$ cat config.mk
export PLATFORM = sky130hd
export DESIGN_NAME = debounced_button_with_repeat
export DESIGN_NICKNAME = d
export VERILOG_FILES = /design/src/sv/dbr_pkg.sv /design/src/sv/debounced_button_with_repeat.sv
export VERILOG_INCLUDE_DIRS = /design/src /design/src/sv
export SDC_FILE = /design/constraint.sdc
export NUM_CORES = 1
export LEC_CHECK = 0
export ABC_AREA = 1
export BUFFER_PORTS_ARGS = -buffer_cell sky130_fd_sc_hd__clkbuf_2
export CAP_MARGIN = 10
export CORE_AREA = 2 2 148 150
export DETAILED_ROUTE_END_ITERATION = 8
export DIE_AREA = 0 0 150 152
export GPL_ROUTABILITY_DRIVEN = 0
export GPL_TIMING_DRIVEN = 0
export SYNTH_ARGS = -nofsm -noshare
export SYNTH_HDL_FRONTEND = slang
export SYNTH_SLANG_ARGS = --single-unit
export TNS_END_PERCENT = 20
$ cat constraint.sdc
create_clock -name clk_i -period 8.8 [get_ports clk_i]
set_input_delay 0.88 -clock clk_i [delete_from_list [all_inputs] [get_ports clk_i]]
set_output_delay 0.88 -clock clk_i [all_outputs]
set_load 0.005 [all_outputs]
$ cat src/sv/debounced_button_with_repeat_defines.svh
// Assertion macros shared by the RTL
`ifndef DEBOUNCED_BUTTON_WITH_REPEAT_DEFINES_SVH
`define DEBOUNCED_BUTTON_WITH_REPEAT_DEFINES_SVH

// Checked only outside reset
`define DBR_ASSERT(label, clk, rst_n, prop, msg) \
  label: assert property (@(posedge clk) disable iff (!(rst_n)) (prop)) else $error(msg);

// Checked on every edge, reset included
`define DBR_ASSERT_ALWAYS(label, clk, prop, msg) \
  label: assert property (@(posedge clk) (prop)) else $error(msg);

`endif

$ cat src/sv/dbr_pkg.sv
package dbr_pkg;

  // Width of the saturating millisecond counter
  localparam int unsigned CntW = 32;
  localparam int unsigned CfgW = 16;
  localparam int unsigned HeldW = 32;

  typedef logic [CntW-1:0]  cnt_t;
  typedef logic [CfgW-1:0]  cfg_t;
  typedef logic [HeldW-1:0] held_t;

  localparam cnt_t  CntMax  = {CntW{1'b1}};
  localparam held_t HeldMax = {HeldW{1'b1}};

  // Register indexes
  localparam logic CfgIdxDebounce = 1'b0;
  localparam logic CfgIdxRepeat   = 1'b1;

  localparam cfg_t DebounceRst = cfg_t'(50);
  localparam cfg_t RepeatRst   = '0;

endpackage

$ cat src/sv/debounced_button_with_repeat.sv
// Debounced button with auto-repeat. One input beat is one millisecond tick
// carrying the raw pin level and the take flags; every tick gives exactly one
// result beat. A new tick is taken every clock cycle unless in_stall_o holds it;
// each tick passes the input register, then the result register. The rate is
// set by the saturating counter update, a 32-bit increment and compare that
// must settle before the next tick, which builds on it. Configuration writes
// are taken in any cycle (ready is always high) and are meant for idle times.
module debounced_button_with_repeat (
  input  logic           clk_i,
  input  logic           rst_ni,
  // tick channel
  input  logic           in_valid_i,
  output logic           in_stall_o,
  input  logic           raw_level_i,
  input  logic           take_rise_i,
  input  logic           take_fall_i,
  // result channel
  output logic           out_valid_o,
  input  logic           out_stall_i,
  output logic           pressed_o,
  output logic           rise_pending_o,
  output logic           fall_pending_o,
  output dbr_pkg::held_t held_ms_o,
  // register writes
  input  logic           cfg_valid_i,
  output logic           cfg_ready_o,
  input  logic           cfg_index_i,
  input  dbr_pkg::cfg_t  cfg_data_i
);
  import dbr_pkg::*;

  `include "debounced_button_with_repeat_defines.svh"

  // Configuration registers
  cfg_t debounce_q, repeat_q;

  assign cfg_ready_o = 1'b1;

  always_ff @(posedge clk_i or negedge rst_ni) begin
    if (!rst_ni) begin
      debounce_q <= DebounceRst;
      repeat_q   <= RepeatRst;
    end else if (cfg_valid_i && cfg_ready_o) begin
      case (cfg_index_i)
        CfgIdxDebounce: debounce_q <= cfg_data_i;
        CfgIdxRepeat:   repeat_q   <= cfg_data_i;
        default: ;
      endcase
    end
  end

  // Handshake between the two stages
  logic s1_valid_q;
  logic out_valid_q;
  logic out_free;
  logic s1_fire;
  logic in_fire;

  assign out_free   = !out_valid_q || !out_stall_i;
  assign s1_fire    = s1_valid_q && out_free;
  assign in_stall_o = s1_valid_q && !out_free;
  assign in_fire    = in_valid_i && !in_stall_o;

  // Input register
  logic raw_q, take_r_q, take_f_q;

  always_ff @(posedge clk_i or negedge rst_ni) begin
    if (!rst_ni) begin
      s1_valid_q <= 1'b0;
    end else if (!in_stall_o) begin
      s1_valid_q <= in_valid_i;
    end
  end

  always_ff @(posedge clk_i) begin
    if (in_fire) begin
      raw_q    <= raw_level_i;
      take_r_q <= take_rise_i;
      take_f_q <= take_fall_i;
    end
  end

  // Button state
  logic level_q, level_d;
  cnt_t since_q, since_d;
  logic taken_q, taken_d;

  // Tick update
  cnt_t  since_inc;
  logic  accept;
  logic  rise, fall;
  held_t held;

  always_comb begin
    since_inc = (since_q == CntMax) ? since_q : since_q + cnt_t'(1);
    if (raw_q == level_q) begin
      accept = level_q && (repeat_q != '0) && (since_inc >= cnt_t'(repeat_q));
    end else begin
      accept = since_inc >= cnt_t'(debounce_q);
    end
    level_d = accept ? raw_q : level_q;
    since_d = accept ? '0 : since_inc;
    taken_d = accept ? 1'b0 : taken_q;
    rise    = level_d && !taken_d;
    fall    = !level_d && !taken_d;
    if ((take_r_q && rise) || (take_f_q && fall)) begin
      taken_d = 1'b1;
    end
    // clamp the count to the result width
    if (!level_d) begin
      held = '0;
    end else if (since_d > cnt_t'(HeldMax)) begin
      held = HeldMax;
    end else begin
      held = held_t'(since_d);
    end
  end

  always_ff @(posedge clk_i or negedge rst_ni) begin
    if (!rst_ni) begin
      level_q <= 1'b0;
      since_q <= '0;
      taken_q <= 1'b0;
    end else if (s1_fire) begin
      level_q <= level_d;
      since_q <= since_d;
      taken_q <= taken_d;
    end
  end

  // Result register
  logic  pressed_q, rise_q, fall_q;
  held_t held_q;

  always_ff @(posedge clk_i or negedge rst_ni) begin
    if (!rst_ni) begin
      out_valid_q <= 1'b0;
    end else if (out_free) begin
      out_valid_q <= s1_valid_q;
    end
  end

  always_ff @(posedge clk_i) begin
    if (s1_fire) begin
      pressed_q <= level_d;
      rise_q    <= rise;
      fall_q    <= fall;
      held_q    <= held;
    end
  end

  assign out_valid_o    = out_valid_q;
  assign pressed_o      = pressed_q;
  assign rise_pending_o = rise_q;
  assign fall_pending_o = fall_q;
  assign held_ms_o      = held_q;

  // Checks
  `DBR_ASSERT(a_one_event, clk_i, rst_ni,
              !(out_valid_q && rise_q && fall_q),
              "rise and fall both pending")
  `DBR_ASSERT(a_held_released, clk_i, rst_ni,
              (out_valid_q && !pressed_q) |-> (held_q == '0),
              "held time while released")
  `DBR_ASSERT_ALWAYS(a_stall_cause, clk_i,
                     in_stall_o |-> (s1_valid_q && out_valid_q && out_stall_i),
                     "input stalled without a full pipe")
  `DBR_ASSERT(a_state_hold, clk_i, rst_ni,
              !$past(s1_fire) |-> ($stable(level_q) && $stable(taken_q) && $stable(since_q)),
              "state moved without a tick")

endmodule

==> results of run 1 <==
==> cells by family (layout without fill, tap and decap cells) <==
family / after synthesis / after routing
AND/OR/NAND/NOR: 412 / 412
buffers and inverters: 166 / 244
flip-flops: 106 / 106
AO/OA/AOI/OAI: 94 / 94
adder cells (fa/ha/maj): 33 / 33
XOR/XNOR: 14 / 14
other: 1 / 1
==> state kept, by name, indices dropped and copies added (netlist names) <==
signal and cells:
held_ms_o 32, since_q 32, debounce_q 16, repeat_q 16
fall_pending_o 1, level_q 1, out_valid_o 1, pressed_o 1
raw_q 1, rise_pending_o 1, s1_valid_q 1, take_f_q 1
take_r_q 1, taken_q 1
==> stage by stage <==
step           total power, uW  std cells  worst slack [ns]
6_report                  1700       1184              4.05
3_3_place_gp              1270       1167              4.19
4_1_cts                   1720       1184              4.16
5_1_grt                   1830       1184              3.70
2_1_floorplan             1080        826              5.27
3_5_place_dp              1280       1168              4.20
==> cell usage after synthesis <==
master                     count
sky130_fd_sc_hd__nand2_1     242
sky130_fd_sc_hd__buf_6         3
sky130_fd_sc_hd__a21oi_1      20
sky130_fd_sc_hd__nor2_2       10
sky130_fd_sc_hd__nand2_8       1
sky130_fd_sc_hd__a31oi_4       1
sky130_fd_sc_hd__nand3b_1      2
sky130_fd_sc_hd__inv_4         1
sky130_fd_sc_hd__buf_1         2
sky130_fd_sc_hd__nand2_2       6
sky130_fd_sc_hd__conb_1        1
sky130_fd_sc_hd__o21bai_1      1
sky130_fd_sc_hd__nor2_4        3
sky130_fd_sc_hd__nand3_2       1
sky130_fd_sc_hd__o21ai_0      59
sky130_fd_sc_hd__buf_4         2
sky130_fd_sc_hd__inv_2         3
sky130_fd_sc_hd__dfrtp_1      65
sky130_fd_sc_hd__nand3_1      43
sky130_fd_sc_hd__nor4_1        1
sky130_fd_sc_hd__nor2_8        1
sky130_fd_sc_hd__o22ai_1       3
sky130_fd_sc_hd__nor2_1       82
sky130_fd_sc_hd__clkbuf_1     13
sky130_fd_sc_hd__nand4_1       9
sky130_fd_sc_hd__a31oi_1       5
sky130_fd_sc_hd__ha_1         33
sky130_fd_sc_hd__inv_1       139
sky130_fd_sc_hd__xor2_1       10
sky130_fd_sc_hd__nor3_1       11
sky130_fd_sc_hd__o31ai_1       2
sky130_fd_sc_hd__a211oi_1      2
sky130_fd_sc_hd__xnor2_1       4
sky130_fd_sc_hd__dfstp_2       3
sky130_fd_sc_hd__edfxtp_1     38
sky130_fd_sc_hd__o21ai_1       1
sky130_fd_sc_hd__buf_2         3
==> power breakdown <==
group	switching (uW)	internal, uW	total, uW
registers	54.2	597	651
clock network	189	244	433
logic	421	198	619
==> routing by layer <==
| layer | share of wire | wire length [um] | GRT usage | vias up |
|---|---|---|---|---|
| li1 | - | - | - | 2744 |
| met1 | 0.47 | 7570 | 0.205 | 2440 |
| met2 | 0.45 | 7270 | 0.234 | 139 |
| met3 | 0.050 | 805 | 0.0324 | 29 |
| met4 | 0.022 | 348 | 0.0427 | 0 |
| met5 | 0 | 0 | 0 | - |
==> worst max-delay path, stage by stage, from the launching register on <==
cell	delay, ns
sky130_fd_sc_hd__dfrtp_1	0.49
sky130_fd_sc_hd__ha_1	0.31
sky130_fd_sc_hd__inv_2	0.10
sky130_fd_sc_hd__nor2_4	0.23
sky130_fd_sc_hd__nand4_1	0.12
sky130_fd_sc_hd__nor3_1	0.40
sky130_fd_sc_hd__inv_1	0.11
sky130_fd_sc_hd__clkbuf_1	0.26
sky130_fd_sc_hd__nand2_1	0.14
sky130_fd_sc_hd__xor2_1	0.36
sky130_fd_sc_hd__ha_1	0.33
sky130_fd_sc_hd__a21oi_1	0.15
sky130_fd_sc_hd__nor3_1	0.06
sky130_fd_sc_hd__a211oi_1	0.17
sky130_fd_sc_hd__nand2_1	0.11
sky130_fd_sc_hd__a21oi_1	0.29
sky130_fd_sc_hd__nand3_1	0.15
sky130_fd_sc_hd__nand2_2	0.15
sky130_fd_sc_hd__nand2_8	0.12
sky130_fd_sc_hd__nor2_8	0.18
sky130_fd_sc_hd__inv_2	0.12
sky130_fd_sc_hd__a31oi_1	0.22
==> area by class of cell <==
class                      instances  area share
sequential                       106       0.389
tap                              280      0.0479
clock buffer                      13      0.0414
inverter                         143      0.0737
clock inverter                     3     0.00325
buffer                            23      0.0164
timing repair buffer              62      0.0458
multi-input combinational        554       0.382
==> path summary, 6_finish.rpt <==
path	start	endpoint	slack [ns]
worst max-delay path	since_q[0]$_DFFE_PN0P_	held_ms_o[20]$_SDFFCE_PN0P_	4.05
worst min-delay path	rst_ni	since_q[29]$_DFFE_PN0P_	0.44
worst max register to register	since_q[0]$_DFFE_PN0P_	held_ms_o[20]$_SDFFCE_PN0P_	4.05
worst min register to register	s1_valid_q$_DFFE_PN0N_	out_valid_o$_DFFE_PN0N_	0.48
max in group asynchronous	rst_ni	debounce_q[5]$_DFFE_PN1P_	7.73
min in group clk_i	s1_valid_q$_DFFE_PN0N_	out_valid_o$_DFFE_PN0N_	0.48
==> results_tabular.tex, run 1 <==
\begin{tabular}{lr}
\hline
Metric & Value \\
\hline
\multicolumn{2}{l}{\textbf{Critical path}} \\
Critical setup path kind & reg -> reg \\
Endpoint class of the critical path & flip-flop \\
Cells on worst reg2reg path & 21 \\
Type of origin of the critical path & flip-flop \\
Data arrival time at the worst-slack endpoint & about 4.9 ns \\
Worst endpoint required time & around 9 ns \\
Crit path max fanout & 10 \\
\multicolumn{2}{l}{\textbf{Synthesis}} \\
Average cell area after synthesis & 7.63 sq um \\
Fraction of synthesized cell area in xor and xnor cells & 0.0195 \\
Area fraction in and, or, nand and nor cells after synthesis & 0.277 \\
Adder and majority gate portion of the synthesized area & 0.0655 \\
Combinational family with the most area after synthesis & simple AND/OR/NAND/NOR gates \\
Share of synthesized area spent on multiplexers & 0 \\
Biggest area consumer among synthesized cells & sky130\_fd\_sc\_hd\_\_dfrtp\_1 \\
Number of library cell types mapped by synthesis & 37 \\
Netlist area before placement & around 0.0063 sq mm \\
Synthesized instance count & 826 \\
Sequential fraction of the synthesis area & 0.452 \\
Net count after synthesis & 884 \\
Largest cells by area after synthesis & sky130\_fd\_sc\_hd\_\_dfrtp\_1 26\%, sky130\_fd\_sc\_hd\_\_edfxtp\_1 18\%, sky130\_fd\_sc\_hd\_\_nand2\_1 14\%, sky130\_fd\_sc\_hd\_\_inv\_1 8.3\%, sky130\_fd\_sc\_hd\_\_ha\_1 6.6\% \\
Number of synthesis warnings & 0 \\
Area fraction in compound gates after synthesis & 0.0808 \\
Number of synthesized register bits & 106 \\
Fraction of post-synthesis cell area in the top cell type by area & 0.258 \\
\multicolumn{2}{l}{\textbf{Route}} \\
DRC violations left & 0 \\
Violation count after the first detailed-route iteration & 354 \\
Final routed wirelength across all metal layers & between 15000 and 20000 um \\
Via density & $\sim$4.5 \\
First drt pass iteration count & 5 \\
Routed len/inst & 13.5 um \\
Detailed-route via count & 5352 \\
Remaining antenna violation count after routing & 0 \\
\multicolumn{2}{l}{\textbf{GRT}} \\
Global-route wire length before repair & 26900 um \\
Number of global-route vias before repair & 5314 \\
Aggregate global routing overflow & 0 \\
Antenna violations before repair & 0 \\
All-layer global routing usage & 0.149 \\
Largest net degree at the start of global routing & 51 \\
\multicolumn{2}{l}{\textbf{STA}} \\
Endpoints failing setup & 0 \\
Number of hold violations in the final report & 0 \\
Final period demand of the worst path & 4.75 ns \\
Unrepaired setup endpoints after global routing & false \\
Tightest hold margin & 0.444 ns \\
Clock skew after layout & around 0.0065 ns \\
Max-Slew Margin vs Limit & 0.355 \\
Highest achievable clock rate & roughly 210 MHz \\
Max Transition Viols Final & 0 \\
Final worst path period share & 0.540 \\
Slew at the pin closest to its max-slew limit & 0.968 ns \\
Setup Total Neg Slack & 0 ns \\
\multicolumn{2}{l}{\textbf{Cells and area}} \\
Utilization after layout & 0.343 \\
Total number of nets in the final design & 957 \\
Area taken by multi-input logic gates & 0.00280 sq mm \\
Register Area & around 0.0028 sq mm \\
Share of final-layout standard cells stronger than drive strength 1 & 0.128 \\
Commonest cells after routing, fill and taps aside & 242 x sky130\_fd\_sc\_hd\_\_nand2\_1, 139 x sky130\_fd\_sc\_hd\_\_inv\_1, 82 x sky130\_fd\_sc\_hd\_\_nor2\_1, 65 x sky130\_fd\_sc\_hd\_\_dfrtp\_1, 60 x sky130\_fd\_sc\_hd\_\_clkbuf\_2 \\
Total of fill cells in the finished design & 2338 \\
Diodes inserted & 0 \\
Post-layout instance area & $\sim$0.0073 sq mm \\
Layout area overhead & 16.1\% \\
Commonest non-fill, non-tap cell in the layout & sky130\_fd\_sc\_hd\_\_nand2\_1 \\
\multicolumn{2}{l}{\textbf{Clocking}} \\
Cell at the root of the clock tree & sky130\_fd\_sc\_hd\_\_clkbuf\_16 \\
TritonCTS Sinks & 106 \\
Post-CTS setup buffer count & 0 \\
Number of H-tree levels & 3 \\
Clock transition at the registers of the reported paths & about 0.07 ns \\
Count of hold-fix buffers inserted at cts & 0 \\
Clk Latency, worst-skew pair & 0.36 ns \\
Clock tree from TritonCTS & done \\
Clock buffer count from CTS & 9 \\
Maximum clock insertion buffer count & 2 \\
Quantity of gates resized following cts & 0 \\
\multicolumn{2}{l}{\textbf{Floorplanning}} \\
Starting utilization of the core area & 0.295 \\
Die width & around 150 um \\
Die area & $\sim$0.023 sq mm \\
Core area & approximately 0.021 sq mm \\
Num rows & 54 \\
Height of the chip & around 150 um \\
Top-level port count & 63 \\
\multicolumn{2}{l}{\textbf{Power and ir drop}} \\
Power Density & about 230 mW/mm\^{}2 \\
Leakage power total & about 0.0035 uW \\
Worst vdd ir & roughly 130 uV \\
\multicolumn{2}{l}{\textbf{Place}} \\
HPWL Detailed & between 10000 and 15000 um \\
Port Buf Inserts & 61 \\
Post-place instance area & roughly 0.0070 sq mm \\
\multicolumn{2}{l}{\textbf{Min path}} \\
Worst Hold Class & in -> async \\
\multicolumn{2}{l}{\textbf{Run}} \\
Max cap viols & 0 \\
\multicolumn{2}{l}{\textbf{Status}} \\
Outcome & finished clean \\
\hline
\end{tabular}
(Power assumes the default switching activity.)
==> run 2: changes to the inputs <==
--- a/config.mk
+++ b/config.mk
@@ -6,7 +6,7 @@
 export SDC_FILE = /design/constraint.sdc
 export NUM_CORES = 1
 export LEC_CHECK = 0
-export ABC_AREA = 1
+export ABC_AREA = 0
 export BUFFER_PORTS_ARGS = -buffer_cell sky130_fd_sc_hd__clkbuf_2
 export CAP_MARGIN = 10
 export CORE_AREA = 2 2 148 150
==> constraint.sdc (replaced) <==
create_clock -name clk_i -period 4.7 [get_ports clk_i]
set_input_delay 0.47 -clock clk_i [delete_from_list [all_inputs] [get_ports clk_i]]
set_output_delay 0.47 -clock clk_i [all_outputs]
set_load 0.005 [all_outputs]
==> run 2 against run 1 <==
  * Non-clock buffer count up 29
  * Core utilization is 1.5 points higher
  * Clock skew grew 0.0044 ns
  * Clock power grew 69%
  * Via count is 7.5% lower
  * Power is 61% higher
  * Maximum frequency grew 6.0%
  * Die area did not move
  * Critical endpoint is now since_q[21]$_DFFE_PN0P_
==> results_tabular.tex, run 2 <==
\begin{tabular}{lr}
\hline
Metric & Value \\
\hline
\multicolumn{2}{l}{\textbf{STA}} \\
Final worst path period share & 0.953 (+0.414) \\
Max Transition Viols Final & 0 (unchanged) \\
Number of hold violations in the final report & 0 (unchanged) \\
Clock skew after layout & 0.0110 ns (+0.00442 ns) \\
Setup Total Neg Slack & 0 ns (unchanged) \\
Highest achievable clock rate & 223 MHz (+6.0\%) \\
Endpoints failing setup & 0 (unchanged) \\
Final period demand of the worst path & 4.48 ns (-0.270 ns) \\
Max-Slew Margin vs Limit & 0.288 (-0.0665) \\
Slew at the pin closest to its max-slew limit & 1.07 ns (+0.0998 ns) \\
\multicolumn{2}{l}{\textbf{Clocking}} \\
Maximum clock insertion buffer count & 2 (unchanged) \\
Count of hold-fix buffers inserted at cts & 0 (unchanged) \\
Clock buffer count from CTS & 9 (unchanged) \\
Clock tree from TritonCTS & done \\
Number of H-tree levels & 3 (unchanged) \\
Clk Latency, worst-skew pair & 0.37 ns (about the same) \\
TritonCTS Sinks & 106 (unchanged) \\
Cell at the root of the clock tree & sky130\_fd\_sc\_hd\_\_clkbuf\_16 \\
Clock transition at the registers of the reported paths & 0.07 ns (about the same) \\
\multicolumn{2}{l}{\textbf{Floorplanning}} \\
Core area & 0.0214 sq mm (unchanged) \\
Die area & 0.0228 sq mm (unchanged) \\
Num rows & 54 (unchanged) \\
Die width & 150 um (unchanged) \\
Top-level port count & 63 (unchanged) \\
Height of the chip & 152 um (unchanged) \\
Starting utilization of the core area & 0.295 (about the same) \\
\multicolumn{2}{l}{\textbf{Synthesis}} \\
Area fraction in compound gates after synthesis & 0.144 (+0.0632) \\
Fraction of post-synthesis cell area in the top cell type by area & 0.258 (about the same) \\
Adder and majority gate portion of the synthesized area & 0.0655 (about the same) \\
Most used flip-flop cell after synthesis & sky130\_fd\_sc\_hd\_\_dfrtp\_1 \\
Average cell area after synthesis & 10.1 sq um (+33\%) \\
Number of enable flip-flop cells after synthesis & 38 (unchanged) \\
Largest cells by area after synthesis & sky130\_fd\_sc\_hd\_\_dfrtp\_1 26\%, sky130\_fd\_sc\_hd\_\_edfxtp\_1 18\%, sky130\_fd\_sc\_hd\_\_ha\_1 6.6\%, sky130\_fd\_sc\_hd\_\_nand2\_1 3.8\%, sky130\_fd\_sc\_hd\_\_o31ai\_2 3.2\% \\
Netlist area before placement & 0.00630 sq mm (about the same) \\
Asr flop ratio synth & 0.642 (unchanged) \\
Number of synthesized register bits & 106 (unchanged) \\
Sequential fraction of the synthesis area & 0.452 (about the same) \\
Number of synthesis warnings & 0 (unchanged) \\
Commonest cells in the netlist & 65 x sky130\_fd\_sc\_hd\_\_dfrtp\_1, 64 x sky130\_fd\_sc\_hd\_\_nand2\_1, 47 x sky130\_fd\_sc\_hd\_\_inv\_1 \\
Number of library cell types mapped by synthesis & 73 (+97\%) \\
Share of synthesized area spent on multiplexers & 0.0369 (+0.0369) \\
Fraction of synthesized cell area in xor and xnor cells & 0.0387 (+0.0193) \\
Synthesized instance count & 621 (-25\%) \\
Biggest area consumer among synthesized cells & sky130\_fd\_sc\_hd\_\_dfrtp\_1 \\
Combinational family with the most area after synthesis & simple AND/OR/NAND/NOR gates \\
Area fraction in and, or, nand and nor cells after synthesis & 0.206 (-0.0714) \\
Most common cell in the netlist & sky130\_fd\_sc\_hd\_\_dfrtp\_1 \\
Net count after synthesis & 679 (-23\%) \\
\multicolumn{2}{l}{\textbf{GRT}} \\
Antenna violations before repair & 0 (unchanged) \\
Global-route wire length before repair & 26200 um (-2.6\%) \\
Number of global-route vias before repair & 4896 (-7.9\%) \\
Most Used Layer, Global Route & met2 \\
Met3 GRT Util & 0.0309 (-0.00150) \\
All-layer global routing usage & 0.149 (+0.000434) \\
Met1 layer usage reported by global route & 0.199 (-0.00641) \\
Aggregate global routing overflow & 0 (unchanged) \\
Largest net degree at the start of global routing & 45 (-12\%) \\
Met2 usage & 0.235 (+0.00130) \\
\multicolumn{2}{l}{\textbf{Route}} \\
Violation count after the first detailed-route iteration & 322 (-9.0\%) \\
Final routed wirelength across all metal layers & 16200 um (+1.4\%) \\
Detailed-route via count & 4951 (-7.5\%) \\
DRC violations left & 0 (unchanged) \\
First drt pass iteration count & 5 (unchanged) \\
Remaining antenna violation count after routing & 0 (unchanged) \\
Routed len/inst & 16.2 um (+20\%) \\
Via density & 4.96 (+9.6\%) \\
\multicolumn{2}{l}{\textbf{Critical path}} \\
FF-to-FF setup slack & 0.22 ns (-3.83 ns) \\
Cells on worst reg2reg path & 24 (+14\%) \\
Crit path max fanout & 10 (unchanged) \\
Data arrival time at the worst-slack endpoint & 4.79 ns (-0.14 ns) \\
Capture point of the worst reg-to-reg path & since\_q[21]\$\_DFFE\_PN0P\_ \\
Endpoint class of the critical path & flip-flop \\
Worst r2r src & since\_q[0]\$\_DFFE\_PN0P\_ \\
Type of origin of the critical path & flip-flop \\
Critical setup path kind & reg -> reg \\
Worst endpoint required time & 5.01 ns (-3.97 ns) \\
\multicolumn{2}{l}{\textbf{Cells and area}} \\
Total number of nets in the final design & 772 (-19\%) \\
Total of fill cells in the finished design & 2221 (-5.0\%) \\
Layout area overhead & 21.2\% \\
Share of final-layout standard cells stronger than drive strength 1 & 0.298 (+0.169) \\
Diodes inserted & 0 (unchanged) \\
Count of non-filler cells in the finished layout & 999 (-16\%) \\
Commonest cells after routing, fill and taps aside & 63 x sky130\_fd\_sc\_hd\_\_clkbuf\_2, 63 x sky130\_fd\_sc\_hd\_\_nand2\_1, 63 x sky130\_fd\_sc\_hd\_\_dfrtp\_1, 47 x sky130\_fd\_sc\_hd\_\_inv\_1, 44 x sky130\_fd\_sc\_hd\_\_nor2\_1 \\
Utilization after layout & 0.358 (+0.0150) \\
\multicolumn{2}{l}{\textbf{Place}} \\
Cells after DPL & 963 (-18\%) \\
HPWL Detailed & 11800 um (-4.6\%) \\
Port Buf Inserts & 61 (unchanged) \\
\multicolumn{2}{l}{\textbf{Min path}} \\
Worst Hold Class & in -> async \\
\multicolumn{2}{l}{\textbf{Power and ir drop}} \\
Power Density & 359 mW/mm\^{}2 (+54\%) \\
Worst vdd ir & 198 uV (+56\%) \\
Final Total Pwr & 2740 uW (+61\%) \\
Leakage power total & 0.00341 uW (-3.7\%) \\
\multicolumn{2}{l}{\textbf{Run}} \\
Max cap viols & 0 (unchanged) \\
\multicolumn{2}{l}{\textbf{Status}} \\
Outcome & finished clean \\
\hline
\end{tabular}
run 2: cell types whose count changed after synthesis, sizes merged, moves of 15 or more:
cell	before	now
nand3	44	19
nor2	96	48
inv	143	48
mux2	0	18
o31ai	2	17
nand2	249	65
o21ai	60	39
run 2: repair_timing:
| action | 4_1_cts | 5_1_grt |
|---|---|---|
| setup endpoints to repair | 69 | 68 |
| gates resized for setup | 25 | 29 |
| pin swaps | 3 | 13 |
| gates cloned | 0 | 0 |
| setup buffers | 4 | 17 |
run 2: logic make-up (layout without fill, tap and decap cells):
family          Yosys count  in the layout
flops                   106            106
fa+ha+maj                33             33
xor+xnor                 27             27
compound gates          121            121
simple gates            232            232
buf+inv                  80            178
other cells               1              1
mux                      21             21
run 2: metrics by stage:
step	setup WS [ns]	hold WS (ns)	area (sq um)
after floorplan	0.400	0.174	6300
after global placement	-0.567	0.482	6960
after detailed placement	-0.611	0.445	6990
after CTS	0.00563	0.0515	7400
after global routing	-0.0306	0.0684	7630
final	0.219	0.0432	7630
run 2: routing by layer:
layer	routed length [um]	vias to the layer above
met4	446	0
met1	7250	2391
met2	7770	119
li1	-	2410
met3	753	31
met5	0	-
run 2: power by group:
group | leakage (uW) | internal [uW] | switching, uW | total, uW
combinational | 0.00203 | 342 | 513 | 855
sequential | 0.00124 | 1080 | 75.4 | 1150
clock | 0.000143 | 388 | 345 | 733
run 2: worst max-delay path by stage:
stage	cells past startpoint	slack (ns)	start	endpoint
2_1_floorplan	22	0.40	since_q[0]$_DFFE_PN0P_	since_q[15]$_DFFE_PN0P_
3_3_place_gp	21	-0.57	since_q[21]$_DFFE_PN0P_	held_ms_o[0]$_SDFFCE_PN0P_
3_5_place_dp	21	-0.61	since_q[24]$_DFFE_PN0P_	held_ms_o[6]$_SDFFCE_PN0P_
4_1_cts	20	0.006	since_q[0]$_DFFE_PN0P_	held_ms_o[6]$_SDFFCE_PN0P_
5_1_grt	23	-0.03	since_q[27]$_DFFE_PN0P_	since_q[15]$_DFFE_PN0P_
6_report	24	0.22	since_q[0]$_DFFE_PN0P_	since_q[21]$_DFFE_PN0P_
run 2: layout make-up:
cell class	count	area, sq um	area share
multi-input combinational	435	3280	0.430
sequential	106	2850	0.373
timing repair buffer	83	493	0.0646
tap	280	350	0.0459
clock buffer	12	256	0.0336
buffer	31	199	0.0261
inverter	48	180	0.0236
clock inverter	4	25.0	0.00328
run 2: worst max-delay path, stage by stage, from the launching register on:
cell	delay [ns]
sky130_fd_sc_hd__dfrtp_2	0.46
sky130_fd_sc_hd__ha_2	0.21
sky130_fd_sc_hd__and2_2	0.24
sky130_fd_sc_hd__nand4_4	0.12
sky130_fd_sc_hd__nor2_4	0.06
sky130_fd_sc_hd__nand2_4	0.10
sky130_fd_sc_hd__nand3_4	0.11
sky130_fd_sc_hd__nor2_4	0.13
sky130_fd_sc_hd__and3_4	0.22
sky130_fd_sc_hd__nand3_1	0.11
sky130_fd_sc_hd__xor2_2	0.19
sky130_fd_sc_hd__inv_1	0.09
sky130_fd_sc_hd__ha_1	0.31
sky130_fd_sc_hd__nand2_1	0.10
sky130_fd_sc_hd__nor2_1	0.05
sky130_fd_sc_hd__o21a_1	0.16
sky130_fd_sc_hd__o221a_2	0.25
sky130_fd_sc_hd__or3_4	0.40
sky130_fd_sc_hd__nor4_4	0.16
sky130_fd_sc_hd__a21boi_2	0.13
sky130_fd_sc_hd__a31o_1	0.24
sky130_fd_sc_hd__buf_6	0.15
sky130_fd_sc_hd__buf_6	0.16
sky130_fd_sc_hd__o21ai_1	0.14
sky130_fd_sc_hd__a21o_1	0.14
==> run 3: changes to the inputs <==
--- a/config.mk
+++ b/config.mk
@@ -8,10 +8,9 @@
 export LEC_CHECK = 0
 export ABC_AREA = 0
 export BUFFER_PORTS_ARGS = -buffer_cell sky130_fd_sc_hd__clkbuf_2
-export CAP_MARGIN = 10
-export CORE_AREA = 2 2 148 150
+export CORE_AREA = 3 3 149 151
 export DETAILED_ROUTE_END_ITERATION = 8
-export DIE_AREA = 0 0 150 152
+export DIE_AREA = 0 0 152 154
 export GPL_ROUTABILITY_DRIVEN = 0
 export GPL_TIMING_DRIVEN = 0
 export SYNTH_ARGS = -nofsm -noshare
==> run 3 against run 2 <==
  * Power grew 2.6%
  * Core utilization grew 0.76 points
  * Highest routed layer unchanged
  * Largest power group unchanged
  * Largest cell class unchanged
  * Clock power is 9.0% higher
  * Critical endpoint is now since_q[15]$_DFFE_PN0P_
  * Hold slack better by 0.036 ns
==> results_tabular.tex, run 3 (synthesis gave the netlist of run 2 again) <==
\begin{tabular}{lr}
\hline
Metric & Value \\
\hline
\multicolumn{2}{l}{\textbf{Critical path}} \\
Worst r2r src & since\_q[6]\$\_DFFE\_PN0P\_ \\
Maximum single-stage delay on the critical path & 0.48 ns (+0.02 ns) \\
Data arrival time at the worst-slack endpoint & 4.84 ns (+0.05 ns) \\
FF-to-FF setup slack & 0.16 ns (-0.06 ns) \\
Type of origin of the critical path & flip-flop \\
Sequence of cells on the critical path & and4\_1 -> nand4\_4 -> nor2\_4 -> nand2\_4 -> nand3\_4 -> nor2\_4 -> buf\_4 -> xor2\_1 -> ha\_1 -> nand4\_1 -> nor2\_1 -> o21a\_1 -> o221a\_2 -> or3\_4 -> nor4\_4 -> a21boi\_2 -> a31o\_1 -> buf\_6 -> buf\_6 -> o21ai\_1 -> a21o\_1 \\
Crit path max fanout & 10 (unchanged) \\
Critical setup path kind & reg -> reg \\
Setup crit start & since\_q[6]\$\_DFFE\_PN0P\_ \\
Worst endpoint required time & 5.01 ns (about the same) \\
Capture point of the worst reg-to-reg path & since\_q[15]\$\_DFFE\_PN0P\_ \\
Timing endpoint of the critical path & since\_q[15]\$\_DFFE\_PN0P\_ \\
Endpoint class of the critical path & flip-flop \\
Cells on worst reg2reg path & 21 (-13\%) \\
Standard cell with the maximum stage delay on the critical path & sky130\_fd\_sc\_hd\_\_dfrtp\_1 \\
\multicolumn{2}{l}{\textbf{Place}} \\
Port Buf Inserts & 61 (unchanged) \\
HPWL Detailed & 11800 um (-0.20\%) \\
Pre-CTS worst setup slack & -0.650 ns (-0.0392 ns) \\
\multicolumn{2}{l}{\textbf{Cells and area}} \\
Register Area & 0.00285 sq mm (unchanged) \\
Share of final-layout standard cells stronger than drive strength 1 & 0.293 (-0.00475) \\
Diodes inserted & 0 (unchanged) \\
Total of fill cells in the finished design & 2169 (-2.3\%) \\
Layout area overhead & 21.4\% \\
Area taken by multi-input logic gates & 0.00329 sq mm (+0.23\%) \\
Total number of nets in the final design & 770 (-0.26\%) \\
Utilization after layout & 0.365 (+0.00758) \\
Commonest cells after routing, fill and taps aside & 63 x sky130\_fd\_sc\_hd\_\_clkbuf\_2, 63 x sky130\_fd\_sc\_hd\_\_nand2\_1, 63 x sky130\_fd\_sc\_hd\_\_dfrtp\_1, 47 x sky130\_fd\_sc\_hd\_\_inv\_1, 43 x sky130\_fd\_sc\_hd\_\_nor2\_1 \\
\multicolumn{2}{l}{\textbf{STA}} \\
Final period demand of the worst path & 4.54 ns (+0.0573 ns) \\
Number of hold violations in the final report & 0 (unchanged) \\
Endpoints failing setup & 0 (unchanged) \\
Final worst path period share & 0.966 (+0.0122) \\
Highest achievable clock rate & 220 MHz (-1.3\%) \\
Clock skew after layout & 0.0115 ns (+0.000497 ns) \\
Tightest hold margin & 0.0791 ns (+0.0359 ns) \\
Max-Slew Margin vs Limit & 0.321 (+0.0322) \\
Final setup margin & 0.161 ns (-0.0573 ns) \\
Slew at the pin closest to its max-slew limit & 1.02 ns (-0.0483 ns) \\
Max Transition Viols Final & 0 (unchanged) \\
\multicolumn{2}{l}{\textbf{GRT}} \\
All-layer global routing usage & 0.137 (-0.0118) \\
Aggregate global routing overflow & 0 (unchanged) \\
Antenna violations before repair & 0 (unchanged) \\
Global-route wire length before repair & 25400 um (-3.0\%) \\
Number of global-route vias before repair & 4662 (-4.8\%) \\
Largest net degree at the start of global routing & 45 (unchanged) \\
\multicolumn{2}{l}{\textbf{Floorplanning}} \\
Num rows & 53 (-1.9\%) \\
Core area & 0.0210 sq mm (-1.9\%) \\
Die area & 0.0234 sq mm (+2.7\%) \\
Starting utilization of the core area & 0.301 (+0.00557) \\
Die width & 152 um (+1.3\%) \\
Height of the chip & 154 um (+1.3\%) \\
Top-level port count & 63 (unchanged) \\
\multicolumn{2}{l}{\textbf{Power and ir drop}} \\
Leakage power total & 0.00343 uW (+0.41\%) \\
Power Density & 367 mW/mm\^{}2 (+2.3\%) \\
Worst vdd ir & 191 uV (-3.8\%) \\
Final Total Pwr & 2810 uW (+2.6\%) \\
\multicolumn{2}{l}{\textbf{Clocking}} \\
TritonCTS Sinks & 106 (unchanged) \\
Clock buffer count from CTS & 9 (unchanged) \\
Cell at the root of the clock tree & sky130\_fd\_sc\_hd\_\_clkbuf\_16 \\
Number of H-tree levels & 3 (unchanged) \\
Count of hold-fix buffers inserted at cts & 0 (unchanged) \\
Clock transition at the registers of the reported paths & 0.07 ns (about the same) \\
Clk Latency, worst-skew pair & 0.36 ns (about the same) \\
Clock tree from TritonCTS & done \\
Maximum clock insertion buffer count & 2 (unchanged) \\
\multicolumn{2}{l}{\textbf{Run}} \\
Max cap viols & 0 (unchanged) \\
\multicolumn{2}{l}{\textbf{Route}} \\
Detailed-route via count & 4876 (-1.5\%) \\
Violation count after the first detailed-route iteration & 249 (-23\%) \\
Final routed wirelength across all metal layers & 16000 um (-1.3\%) \\
First drt pass iteration count & 4 (-1) \\
Via density & 4.92 (-0.82\%) \\
Remaining antenna violation count after routing & 0 (unchanged) \\
DRC violations left & 0 (unchanged) \\
Routed len/inst & 16.1 um (-0.59\%) \\
\multicolumn{2}{l}{\textbf{Status}} \\
Outcome & finished clean \\
\multicolumn{2}{l}{\textbf{Min path}} \\
Worst Hold Class & in -> async \\
\hline
\end{tabular}
-- run 3: cell count changes in the layout (fill, tap and decap cells not counted), moves of 2 or more --
cell,change
sky130_fd_sc_hd__buf_2,+3
sky130_fd_sc_hd__clkbuf_16,+3
sky130_fd_sc_hd__clkbuf_8,-2
sky130_fd_sc_hd__and4_1,+2
sky130_fd_sc_hd__a21oi_1,+2
sky130_fd_sc_hd__buf_12,+2
sky130_fd_sc_hd__buf_4,-3
sky130_fd_sc_hd__clkbuf_4,-2
sky130_fd_sc_hd__a21oi_2,-2
-- run 3: worst min path at each step --
stage	endpoint	slack [ns]	cells after the start
after global placement	out_valid_o$_DFFE_PN0N_	0.48	1
after global routing	since_q[23]$_DFFE_PN0P_	0.11	1
after floorplan	debounce_q[0]$_DFFE_PN0P_	0.17	0
after CTS	since_q[23]$_DFFE_PN0P_	0.09	1
after detailed placement	since_q[25]$_DFFE_PN0P_	0.48	1
final	since_q[23]$_DFFE_PN0P_	0.08	1
-- run 3: repair_timing --
action                                  CTS  global route
endpoints found under the setup margin   69            68
resized for setup                        27            27
buffers inserted                          5            14
endpoints found under the hold margin     0             0
pin swaps                                 2             9
-- run 3: metrics by stage --
| step | TNS, ns | cell area (sq um) | cells |
|---|---|---|---|
| after global placement | -24.85 | 6950 | 957 |
| final | 0 | 7650 | 992 |
| after detailed placement | -28.97 | 6970 | 958 |
| after CTS | -0.00848 | 7460 | 978 |
| after global routing | -0.0280 | 7650 | 992 |
| after floorplan | 0 | 6300 | 621 |
-- run 3: cell type report --
class	count	area share
inverters	48	0.0235
repair buffers	81	0.0615
flip-flops and latches	106	0.372
clock buffers	13	0.0397
plain buffers	31	0.0262
well taps	275	0.0450
multi-input cells	435	0.430
clock inverters	3	0.00196
-- run 3: critical path, delay by kind of cell (launching register included) --
family                     cells  cell delay [ns]
buffers and inverters          3             0.46
and+or+nand+nor               10             1.73
xor gates and xnor gates       1             0.41
adders and majority gates      1             0.33
AOI/OAI and AO/OA              6             1.05
DFF                            1             0.48
-- run 3: power breakdown --
group | switching (uW) | internal, uW | leakage, uW
clock | 345 | 454 | 0.000161
sequential | 71.3 | 1080 | 0.00124
combinational | 510 | 353 | 0.00203
-- run 3: metal layers --
metal / global-route usage / wire length [um] / vias to the layer above / share of wire
met5: 0 / 0 / - / 0
met4: 0.0407 / 337 / 0 / 0.021
met3: 0.0321 / 652 / 19 / 0.041
met2: 0.214 / 7300 / 113 / 0.46
met1: 0.191 / 7720 / 2337 / 0.48
li1: - / - / 2407 / -
